<file path="config.mk">
export PLATFORM = sky130hd
export DESIGN_NAME = quadrature_wheel_speed_median
export DESIGN_NICKNAME = d
export VERILOG_FILES = /design/src/hdl/qwsm_pkg.sv /design/src/hdl/quadrature_wheel_speed_median.sv /design/src/hdl/qwsm_decoder.sv /design/src/hdl/qwsm_rank_lane.sv /design/src/hdl/qwsm_median.sv
export SDC_FILE = /design/constraint.sdc
export NUM_CORES = 1
export LEC_CHECK = 0
export BUFFER_PORTS_ARGS = -buffer_cell sky130_fd_sc_hd__buf_2
export CORE_UTILIZATION = 60
export CTS_BUF_LIST = sky130_fd_sc_hd__clkbuf_2
export CTS_CLUSTER_SIZE = 14
export DETAILED_ROUTE_END_ITERATION = 12
export GPL_ROUTABILITY_DRIVEN = 1
export HOLD_SLACK_MARGIN = 0.08
export PLACE_DENSITY = 0.77
export SLEW_MARGIN = 25
export SYNTH_ARGS = -nofsm -noshare
export SYNTH_HDL_FRONTEND = slang
export SYNTH_SLANG_ARGS = --single-unit
</file>
<file path="constraint.sdc">
create_clock -name clk -period 9.5 [get_ports clk]
set_input_delay 0 -clock clk [delete_from_list [all_inputs] [get_ports clk]]
set_output_delay 0 -clock clk [all_outputs]
set_load 0.005 [all_outputs]
</file>
<file path="src/hdl/qwsm_pkg.sv">
// Shared widths, types and the quadrature step decode for the wheel speed block.
`default_nettype none
package qwsm_pkg;

    localparam int WINDOW_SIZE = 5;
    localparam int SPEED_BITS  = 12;
    localparam int COUNT_BITS  = 16;
    localparam int SMOOTH_BITS = 20;

    localparam int SLOT_W      = $clog2(WINDOW_SIZE);
    localparam int RANK_W      = $clog2(WINDOW_SIZE);
    localparam int MEDIAN_RANK = WINDOW_SIZE / 2;
    localparam int SUM_BITS    = SPEED_BITS + 1;
    // 230*128*sum needs SUM_BITS+15 bits, plus headroom for the old term and rounding
    localparam int ACC_W       = SPEED_BITS + 18;
    localparam int FRAC_BITS   = 8;

    typedef logic signed [SPEED_BITS-1:0]  speed_t;
    typedef logic signed [SUM_BITS-1:0]    sum_t;
    typedef logic signed [SMOOTH_BITS-1:0] smooth_t;
    typedef logic signed [ACC_W-1:0]       acc_t;
    typedef logic [COUNT_BITS-1:0]         count_t;
    typedef logic [SLOT_W-1:0]             slot_t;
    typedef logic [RANK_W-1:0]             rank_t;
    typedef speed_t                        window_t [WINDOW_SIZE];

    typedef logic [1:0] step_t;
    localparam step_t STEP_NONE = 2'd0;
    localparam step_t STEP_FWD  = 2'd1;
    localparam step_t STEP_BWD  = 2'd2;

    typedef struct packed {
        logic  wr_en;
        slot_t wr_slot;
        logic  rank_en;
        logic  merge_en;
    } med_ctrl_t;

    // Forward order on {A,B}: 11 -> 01 -> 00 -> 10 -> 11
    function automatic step_t quad_step(logic [1:0] prev, logic [1:0] now);
        logic [1:0] fwd;
        logic [1:0] bwd;
        step_t      res;
        unique case (prev)
            2'd0:    begin fwd = 2'd2; bwd = 2'd1; end
            2'd1:    begin fwd = 2'd0; bwd = 2'd3; end
            2'd2:    begin fwd = 2'd3; bwd = 2'd0; end
            default: begin fwd = 2'd1; bwd = 2'd2; end
        endcase
        if (now == fwd)
            res = STEP_FWD;
        else if (now == bwd)
            res = STEP_BWD;
        else
            res = STEP_NONE;
        return res;
    endfunction

endpackage
`default_nettype wire

</file>
<file path="src/hdl/quadrature_wheel_speed_median.sv">
// Top level: two-wheel quadrature decode, median-of-window speeds and IIR mean.
//
// Sample channel (sample_valid/sample_ready) carries one clock sample of both
// wheels' A/B pins and a strobe. Samples without a strobe are taken every
// idle cycle and only advance the wheel counts; they produce no result.
// A sample with sample_strobe set closes the speed period: both speeds go
// into their windows and the filter sequencer runs rank, merge, multiply and
// output steps. sample_ready is low while the sequencer is in any of these
// steps, so no sample is taken until the output step completes.
// The result beat is registered onto result_valid in the output step once
// the result channel is free. If the receiver stalls, the result holds; the
// block keeps taking samples, and a following strobe waits in its output
// step until the held beat is taken.
// Reset clears counts, windows, the smoothed mean and result_valid; the block
// takes samples in the first cycle after reset.
`default_nettype none
module quadrature_wheel_speed_median
    import qwsm_pkg::*;
(
    input  wire logic clk,
    input  wire logic rst_n,
    input  wire logic sample_valid,
    output logic      sample_ready,
    input  wire logic left_a,
    input  wire logic left_b,
    input  wire logic right_a,
    input  wire logic right_b,
    input  wire logic sample_strobe,
    output logic      result_valid,
    input  wire logic result_ready,
    output speed_t    left_speed_raw,
    output speed_t    right_speed_raw,
    output speed_t    left_median,
    output speed_t    right_median,
    output sum_t      speed_sum,
    output smooth_t   smoothed_speed
);

    localparam logic [2:0] ST_IDLE  = 3'd0;
    localparam logic [2:0] ST_RANK  = 3'd1;
    localparam logic [2:0] ST_MERGE = 3'd2;
    localparam logic [2:0] ST_MULT  = 3'd3;
    localparam logic [2:0] ST_OUT   = 3'd4;

    localparam acc_t K_OLD  = acc_t'(26);
    localparam acc_t K_NEW  = acc_t'(230 * 128);
    localparam acc_t K_HALF = acc_t'(128);
    localparam acc_t SM_HI  = {{(ACC_W-SMOOTH_BITS+1){1'b0}}, {(SMOOTH_BITS-1){1'b1}}};
    localparam acc_t SM_LO  = {{(ACC_W-SMOOTH_BITS+1){1'b1}}, {(SMOOTH_BITS-1){1'b0}}};

    logic [2:0] state_reg;
    logic [2:0] state_next;
    slot_t      slot_reg;
    logic       take;
    logic       close;
    logic       out_free;

    speed_t     left_period_speed;
    speed_t     right_period_speed;
    speed_t     left_med;
    speed_t     right_med;
    med_ctrl_t  med_ctrl;

    speed_t     left_raw_reg;
    speed_t     right_raw_reg;
    sum_t       sum_reg;
    sum_t       sum_next;
    acc_t       acc_reg;
    acc_t       acc_next;
    acc_t       quot;
    smooth_t    smooth_next;

    logic       result_valid_reg;
    speed_t     left_speed_raw_reg;
    speed_t     right_speed_raw_reg;
    speed_t     left_median_reg;
    speed_t     right_median_reg;
    sum_t       speed_sum_reg;
    smooth_t    smoothed_reg;

    assign sample_ready = (state_reg == ST_IDLE);
    assign take         = sample_valid && sample_ready;
    assign close        = take && sample_strobe;
    assign out_free     = !result_valid_reg || result_ready;

    qwsm_decoder u_left_dec (
        .clk    (clk),
        .rst_n  (rst_n),
        .take   (take),
        .close  (close),
        .pin_a  (left_a),
        .pin_b  (left_b),
        .negate (1'b0),
        .speed  (left_period_speed)
    );

    qwsm_decoder u_right_dec (
        .clk    (clk),
        .rst_n  (rst_n),
        .take   (take),
        .close  (close),
        .pin_a  (right_a),
        .pin_b  (right_b),
        .negate (1'b1),
        .speed  (right_period_speed)
    );

    assign med_ctrl.wr_en    = close;
    assign med_ctrl.wr_slot  = slot_reg;
    assign med_ctrl.rank_en  = (state_reg == ST_RANK);
    assign med_ctrl.merge_en = (state_reg == ST_MERGE);

    qwsm_median u_left_med (
        .clk     (clk),
        .rst_n   (rst_n),
        .ctrl    (med_ctrl),
        .wr_data (left_period_speed),
        .median  (left_med)
    );

    qwsm_median u_right_med (
        .clk     (clk),
        .rst_n   (rst_n),
        .ctrl    (med_ctrl),
        .wr_data (right_period_speed),
        .median  (right_med)
    );

    assign sum_next = sum_t'(left_med) + sum_t'(right_med);
    assign acc_next = acc_t'(smoothed_reg) * K_OLD + acc_t'(sum_next) * K_NEW + K_HALF;

    // Arithmetic shift gives the floor of the Q8 division
    assign quot = acc_reg >>> FRAC_BITS;

    always_comb
    begin
        if (quot > SM_HI)
            smooth_next = SM_HI[SMOOTH_BITS-1:0];
        else if (quot < SM_LO)
            smooth_next = SM_LO[SMOOTH_BITS-1:0];
        else
            smooth_next = quot[SMOOTH_BITS-1:0];
    end

    always_comb
    begin
        state_next = state_reg;
        unique case (state_reg)
            ST_IDLE:  if (close) state_next = ST_RANK;
            ST_RANK:  state_next = ST_MERGE;
            ST_MERGE: state_next = ST_MULT;
            ST_MULT:  state_next = ST_OUT;
            ST_OUT:   if (out_free) state_next = ST_IDLE;
            default:  state_next = ST_IDLE;
        endcase
    end

    always_ff @(posedge clk or negedge rst_n)
    begin
        if (!rst_n)
        begin
            state_reg        <= ST_IDLE;
            slot_reg         <= '0;
            result_valid_reg <= 1'b0;
            smoothed_reg     <= '0;
        end
        else
        begin
            state_reg <= state_next;
            if (close)
            begin
                if (slot_reg == slot_t'(WINDOW_SIZE - 1))
                    slot_reg <= '0;
                else
                    slot_reg <= slot_reg + slot_t'(1);
            end
            if ((state_reg == ST_OUT) && out_free)
            begin
                result_valid_reg <= 1'b1;
                smoothed_reg     <= smooth_next;
            end
            else if (result_ready)
            begin
                result_valid_reg <= 1'b0;
            end
        end
    end

    always_ff @(posedge clk)
    begin
        if (close)
        begin
            left_raw_reg  <= left_period_speed;
            right_raw_reg <= right_period_speed;
        end
        if (state_reg == ST_MULT)
        begin
            sum_reg <= sum_next;
            acc_reg <= acc_next;
        end
        if ((state_reg == ST_OUT) && out_free)
        begin
            left_speed_raw_reg  <= left_raw_reg;
            right_speed_raw_reg <= right_raw_reg;
            left_median_reg     <= left_med;
            right_median_reg    <= right_med;
            speed_sum_reg       <= sum_reg;
        end
    end

    assign result_valid    = result_valid_reg;
    assign left_speed_raw  = left_speed_raw_reg;
    assign right_speed_raw = right_speed_raw_reg;
    assign left_median     = left_median_reg;
    assign right_median    = right_median_reg;
    assign speed_sum       = speed_sum_reg;
    assign smoothed_speed  = smoothed_reg;

endmodule
`default_nettype wire

</file>
<file path="src/hdl/qwsm_decoder.sv">
// One wheel's quadrature decoder, count register and saturated period speed.
`default_nettype none
module qwsm_decoder
    import qwsm_pkg::*;
(
    input  wire logic   clk,
    input  wire logic   rst_n,
    input  wire logic   take,
    input  wire logic   close,
    input  wire logic   pin_a,
    input  wire logic   pin_b,
    input  wire logic   negate,
    output speed_t      speed
);

    localparam int EXT_W = COUNT_BITS + 1;
    localparam logic signed [EXT_W-1:0] SAT_HI =
        {{(EXT_W-SPEED_BITS+1){1'b0}}, {(SPEED_BITS-1){1'b1}}};
    localparam logic signed [EXT_W-1:0] SAT_LO =
        {{(EXT_W-SPEED_BITS+1){1'b1}}, {(SPEED_BITS-1){1'b0}}};

    logic [1:0]              prev_pins_reg;
    count_t                  count_reg;
    count_t                  count_next;
    count_t                  mark_reg;
    count_t                  delta;
    logic signed [EXT_W-1:0] delta_ext;
    logic signed [EXT_W-1:0] delta_dir;
    logic [1:0]              pins;

    assign pins = {pin_a, pin_b};

    always_comb
    begin
        case (quad_step(prev_pins_reg, pins))
            STEP_FWD: count_next = count_reg + count_t'(1);
            STEP_BWD: count_next = count_reg - count_t'(1);
            default:  count_next = count_reg;
        endcase
    end

    assign delta     = count_next - mark_reg;
    assign delta_ext = $signed({delta[COUNT_BITS-1], delta});
    assign delta_dir = negate ? -delta_ext : delta_ext;

    always_comb
    begin
        if (delta_dir > SAT_HI)
            speed = SAT_HI[SPEED_BITS-1:0];
        else if (delta_dir < SAT_LO)
            speed = SAT_LO[SPEED_BITS-1:0];
        else
            speed = delta_dir[SPEED_BITS-1:0];
    end

    always_ff @(posedge clk or negedge rst_n)
    begin
        if (!rst_n)
        begin
            prev_pins_reg <= 2'b00;
            count_reg     <= '0;
            mark_reg      <= '0;
        end
        else if (take)
        begin
            prev_pins_reg <= pins;
            count_reg     <= count_next;
            if (close)
                mark_reg <= count_next;
        end
    end

endmodule
`default_nettype wire

</file>
<file path="src/hdl/qwsm_rank_lane.sv">
// Rank of one window entry among all entries, ties broken by slot position.
`default_nettype none
module qwsm_rank_lane
    import qwsm_pkg::*;
(
    input  wire window_t window,
    input  wire slot_t   idx,
    output rank_t        rank
);

    speed_t own;

    assign own = window[idx];

    always_comb
    begin
        rank = '0;
        for (int j = 0; j < WINDOW_SIZE; j++)
        begin
            if (slot_t'(j) != idx)
            begin
                if ((window[j] < own) || ((window[j] == own) && (slot_t'(j) < idx)))
                    rank = rank + rank_t'(1);
            end
        end
    end

endmodule
`default_nettype wire

</file>
<file path="src/hdl/qwsm_median.sv">
// Speed window of one wheel with parallel rank lanes and a median merge stage.
`default_nettype none
module qwsm_median
    import qwsm_pkg::*;
(
    input  wire logic      clk,
    input  wire logic      rst_n,
    input  wire med_ctrl_t ctrl,
    input  wire speed_t    wr_data,
    output speed_t         median
);

    window_t window_reg;
    rank_t   rank_lane [WINDOW_SIZE];
    rank_t   rank_reg  [WINDOW_SIZE];
    speed_t  median_reg;
    speed_t  median_next;

    for (genvar g = 0; g < WINDOW_SIZE; g++)
    begin : g_lane
        qwsm_rank_lane u_lane (
            .window (window_reg),
            .idx    (slot_t'(g)),
            .rank   (rank_lane[g])
        );
    end

    // Ranks are unique, so exactly one lane holds the middle rank
    always_comb
    begin
        median_next = window_reg[0];
        for (int i = 0; i < WINDOW_SIZE; i++)
        begin
            if (rank_reg[i] == rank_t'(MEDIAN_RANK))
                median_next = window_reg[i];
        end
    end

    always_ff @(posedge clk or negedge rst_n)
    begin
        if (!rst_n)
        begin
            for (int i = 0; i < WINDOW_SIZE; i++)
                window_reg[i] <= '0;
        end
        else if (ctrl.wr_en)
        begin
            window_reg[ctrl.wr_slot] <= wr_data;
        end
    end

    always_ff @(posedge clk)
    begin
        if (ctrl.rank_en)
        begin
            for (int i = 0; i < WINDOW_SIZE; i++)
                rank_reg[i] <= rank_lane[i];
        end
        if (ctrl.merge_en)
            median_reg <= median_next;
    end

    assign median = median_reg;

endmodule
`default_nettype wire

</file>
==> impl_metrics.ini, run 1 <==
[run_status]
status = finished, final reports clean

[cts]
h-tree-depth = 3
clk_path_buf_depth = 3
numCtsBuffers = 99
cts-root-buf = clkbuf_2
clkLatencyLatePin_ns = 1.11
cts.sinks = 383
cts_resized = 0
path_clk_slew_ns = 0.11
cts_tree = yes

[sta]
fin_crit_sh_pct = 82.1
fin_crit_ns = 7.80
hold_viol = 0
skew_ns = 0.119
tightest_slew_ns = 1.16
setup_violations = 0
fmax_ghz = 0.128
slew_violations = 0
rsz0062_at_grt = false
slew_headroom_pct = 22.8
fin_setup_tns_ns = 0

[critical_path]
r2r_slack_ns = 1.70
cp_max_fo = 5
r2r-start = u_right_med.median[0]
crit_path_end_kind = flop
r2r-end = acc_reg[26]
crit_slowest_cell = o41ai_1
critPathMaxStageDelay_ns = 0.64
ff2ff_path_depth = 32
cp-start-kind = flop
crit_arrival_ns = 8.57
critical_path_class = reg -> reg
crit_required_ns = 10.27

[place]
port_buffers = 91
place.gp.congestion = 0.970
dp_hpwl_mm = 60.2

[routing]
drcViolationCount = 0
detail-route-antenna-nets = 0
drt_first_pass_iters = 6
wirelength_mm = 78.9
wire_per_inst_um = 19.2
drt_iter0_drc = 1819
viasPerCell = 5.97
via_count = 24462

[die]
die_h_um = 226
core_mm2 = 0.0492
fp.dieW_um = 226
boundaryPins = 92
die-area_mm2 = 0.0509
start_util_pct = 61.1
num_rows = 81

[synth]
syn_avg_cell_area_um2 = 9.35
synth_top_flop_cell = dfrtp_1
syn_nets = 3739
yosysSeqAreaShare_pct = 34.7
synthArstFlopShare_pct = 56.1
netlist_area_mm2 = 0.0300
synth-edff-count = 168
yosys_warnings = 0
synthCells = 3212
synthDistinctLibCells = 79
synth_seq_cells = 383

[grt]
grt_pass1_vias = 24507
overflow = 0
grt_usage_pct = 31.4
grt_antenna_before_repair = 1
grt_max_degree = 82
grt_pass1_wl_mm = 126

[worst_hold_path]
hold_end = u_left_dec.mark_reg[15]
min_from = left_a
hp-class = in -> reg
hold_path_depth = 7

[run]
drv_cap = 0

[finish]
drive_gt1_share_pct = 9.46
area_growth_pct = 7.83
final_nets = 3883
-- per-layer routing --
| layer | share of wire, % | wire length [um] | global-route usage (%) |
|---|---|---|---|
| met5 | 0 | 0 | 0 |
| met4 | 4.3 | 3400 | 15.4 |
| met3 | 6.5 | 5130 | 4.19 |
| met2 | 47 | 37300 | 52.7 |
| met1 | 42 | 33100 | 40.1 |
-- placed cells by master, fill, tap and decap left out, drive strengths merged, types with 36 or more instances in the layout --
| cell type | n |
|---|---|
| a211oi | 64 |
| a21o | 76 |
| a21oi | 146 |
| a31oi | 113 |
| buf | 116 |
| clkbuf | 146 |
| dfrtp | 215 |
| edfxtp | 168 |
| fa | 58 |
| ha | 460 |
| inv | 375 |
| mux2i | 36 |
| nand2 | 235 |
| nand3 | 46 |
| nand4 | 44 |
| nor2 | 277 |
| nor2b | 40 |
| o21a | 93 |
| o21ai | 233 |
| xnor2 | 114 |
| xor2 | 37 |
-- layout make-up --
cell class / count / area [um2]
Tap cell: 664 / 831
Inverter: 375 / 1410
Fill cell: 4000 / 16800
Clock inverter: 34 / 200
Clock buffer: 146 / 731
Timing Repair Buffer: 141 / 931
Multi-Input combinational cell: 2356 / 17800
Antenna cell: 1 / 2.50
Sequential cell: 383 / 10400
-- through the flow --
stage / setup WS (ns) / std cells / util (%) / instance area (um2) / hold slack (ns)
5_1_grt: 1.34 / 4100 / 65.8 / 32400 / 0.303
3_5_place_dp: 1.89 / 3892 / 63.3 / 31100 / -0.00671
2_1_floorplan: 2.79 / 3212 / - / 30000 / -0.296
3_3_place_gp: 2.12 / 3892 / 63.3 / 31100 / -0.0126
4_1_cts: 1.86 / 4098 / 65.8 / 32300 / 0.140
6_report: 1.70 / 4100 / 65.8 / 32400 / 0.256
-- cells in the mapped netlist (11+ instances only) --
cell | n | area, um2
xor2_1 | 37 | 324
nand4_1 | 44 | 275
o21ai_0 | 203 | 1020
a211oi_1 | 63 | 473
a31oi_1 | 113 | 707
clkbuf_1 | 83 | 312
o21a_1 | 93 | 698
nor3_1 | 35 | 175
a21oi_1 | 144 | 721
ha_1 | 460 | 5760
mux2i_1 | 36 | 360
o21bai_1 | 17 | 128
inv_1 | 375 | 1410
edfxtp_1 | 168 | 5040
a21o_1 | 76 | 571
xnor2_1 | 114 | 998
nand2b_1 | 31 | 194
fa_1 | 58 | 1160
nor2_1 | 277 | 1040
o22ai_1 | 13 | 81.3
o21ai_1 | 28 | 140
nor2b_1 | 40 | 250
or2_2 | 11 | 68.8
nand2_1 | 235 | 882
nand3_1 | 46 | 230
o31ai_1 | 12 | 90.1
and3_1 | 14 | 87.6
dfrtp_1 | 215 | 5380
nor4_1 | 15 | 93.8
-- how the worst max path moves through the flow --
stage / start / end / slack [ns]
3_3_place_gp: u_left_med.median[1] / acc_reg[28] / 2.12
2_1_floorplan: u_left_med.median[1] / acc_reg[26] / 2.79
3_5_place_dp: u_right_med.median[0] / acc_reg[26] / 1.89
5_1_grt: u_left_med.median[0] / acc_reg[26] / 1.34
4_1_cts: u_right_med.median[0] / acc_reg[26] / 1.86
6_report: u_right_med.median[0] / acc_reg[26] / 1.70
-- critical path: cells and delay by family (launching register included) --
family | cells | cell delay (ns)
AO/OA/AOI/OAI | 13 | 3.12
buffers and inverters | 3 | 0.22
flip-flops | 1 | 0.37
AND/OR/NAND/NOR | 6 | 0.77
XOR/XNOR | 3 | 0.58
adder cells (fa/ha/maj) | 7 | 2.48
-- cell families after synthesis --
logic type | count (synthesis) | synth area share, %
compound gates | 835 | 17.6
xor+xnor | 151 | 4.41
fa+ha+maj | 518 | 23.0
buf+inv | 473 | 6.12
flops | 383 | 34.7
mux | 46 | 1.58
simple gates | 806 | 12.5
-- timing repair --
action,in CTS,in global routing
hold buffers,26,0
hold endpoints to repair,415,0
setup buffers,0,0
Power of run 1 is not shown: default switching activity piles up to over one toggle a cycle in this logic, so the estimate is an artifact.
==> inputs of run 2 (changes only) <==
Clock period 9.5 ns to 7.45 ns, I/O delays scaled along.
==> run 2 against run 1 <==
  * Clock-buffer cell count down 1
  * Clock skew down 0.034 ns
  * Wire length about the same
  * Hold slack worse by 0.028 ns
  * Via count up 0.31%
  * Critical path depth down 2
  * Critical endpoint unchanged
  * Largest cell class unchanged
==> impl_metrics.ini, run 2 (synthesis gave the netlist of run 1 again) <==
[run_status]
status = finished, final reports clean

[routing]
drt_first_pass_iters = 6
wirelength_mm = 78.9
wire_per_inst_um = 19.2
drt_iter0_drc = 1536
drcViolationCount = 0
detail-route-antenna-nets = 0
via_count = 24537
viasPerCell = 5.97

[sta]
skew_ns = 0.0841
hold_viol = 0
fin_crit_sh_pct = 94.4
fin_crit_ns = 7.03
slew_headroom_pct = 14.6
fmax_ghz = 0.142
setup_violations = 0
fin_setup_tns_ns = 0
tightest_slew_ns = 1.27
slew_violations = 0
setup_slack_ns = 0.418

[cts]
h-tree-depth = 3
cts-root-buf = clkbuf_2
cts_tree = yes
clkLatencyLatePin_ns = 1.16
clk_path_buf_depth = 3
cts.sinks = 383
path_clk_slew_ns = 0.11
numCtsBuffers = 101

[critical_path]
startpoint = u_left_med.median[1]
ff2ff_path_depth = 30
crit_slowest_cell = fa_1
cp-start-kind = flop
cp_max_fo = 5
crit_end = acc_reg[26]
crit_path_end_kind = flop
crit_required_ns = 8.29
r2r-start = u_left_med.median[1]
r2r_slack_ns = 0.42
crit_arrival_ns = 7.87
critical_path_class = reg -> reg
r2r-end = acc_reg[26]
critPathMaxStageDelay_ns = 0.53

[grt]
grt_pass1_vias = 24805
grt_usage_pct = 31.5
overflow = 0
grt_max_degree = 78
grt_pass1_wl_mm = 126
grt_antenna_before_repair = 2

[finish]
final_cell_mix = 460 x ha_1, 374 x inv_1, 275 x nor2_1
final_nets = 3889
final_common_cell = ha_1
drive_gt1_share_pct = 9.85
layoutNonFillerInstCount = 4112
area_growth_pct = 8.37
final_util_pct = 66.2

[die]
fp.dieW_um = 226
die_h_um = 226
boundaryPins = 92
start_util_pct = 61.1
die-area_mm2 = 0.0509
core_mm2 = 0.0492
num_rows = 81

[place]
port_buffers = 91
place.gp.congestion = 0.964
dp_cells = 3897
dp_hpwl_mm = 60.7
pre_cts_ws_ns = 0.122

[run]
drv_cap = 0

[worst_hold_path]
min_from = left_b
hp-class = in -> reg
-- run 2: worst min path at each step --
stage | cells past startpoint | slack [ns] | to
floorplan | 0 | -0.30 | result_valid
global placement | 1 | 0.02 | smoothed_speed[19]
detailed placement | 1 | -0.01 | smoothed_speed[19]
CTS | 7 | 0.11 | u_left_dec.mark_reg[15]
global route | 7 | 0.20 | u_left_dec.mark_reg[15]
finish | 7 | 0.23 | u_left_dec.mark_reg[15]
-- run 2: what timing repair did --
action | 4_1_cts | 5_1_grt
hold endpoints to repair | 442 | 0
resized for setup | 0 | 8
hold buffers | 26 | 0
buffers inserted | 0 | 0
endpoints found under the setup margin | 0 | 7
-- run 2: cell type report --
| cell class | count | area [um2] |
|---|---|---|
| Fill cell | 3998 | 16600 |
| Timing Repair Buffer | 145 | 977 |
| Inverter | 375 | 1410 |
| Antenna cell | 5 | 12.5 |
| Sequential cell | 383 | 10400 |
| Tap cell | 664 | 831 |
| Multi-Input combinational cell | 2356 | 17900 |
| Clock inverter | 39 | 288 |
| Clock buffer | 145 | 726 |
-- run 2: metal layers --
metal | vias to the layer above | share of wire, % | track usage [%]
met3 | 178 | 5.5 | 4.70
li1 | 11757 | - | -
met2 | 740 | 48 | 53.5
met4 | 0 | 3.9 | 13.2
met1 | 11862 | 43 | 40.1
met5 | - | 0 | 0
-- run 2: worst max-delay path: cells and delay by family (launching register included) --
kind                       cells  cell delay [ns]
AOI/OAI and AO/OA             14             2.91
adders and majority gates      6             2.19
and+or+nand+nor                5             0.58
xor gates and xnor gates       3             0.45
DFF                            1             0.43
buffers and inverters          2             0.19
-- run 2: stage by stage --
stage / area [um2] / hold WS (ns)
4_1_cts: 32500 / 0.106
3_5_place_dp: 31200 / -0.0140
5_1_grt: 32500 / 0.203
2_1_floorplan: 30000 / -0.296
3_3_place_gp: 31200 / 0.0178
6_report: 32500 / 0.228
Power of run 2 is left out for the same reason.
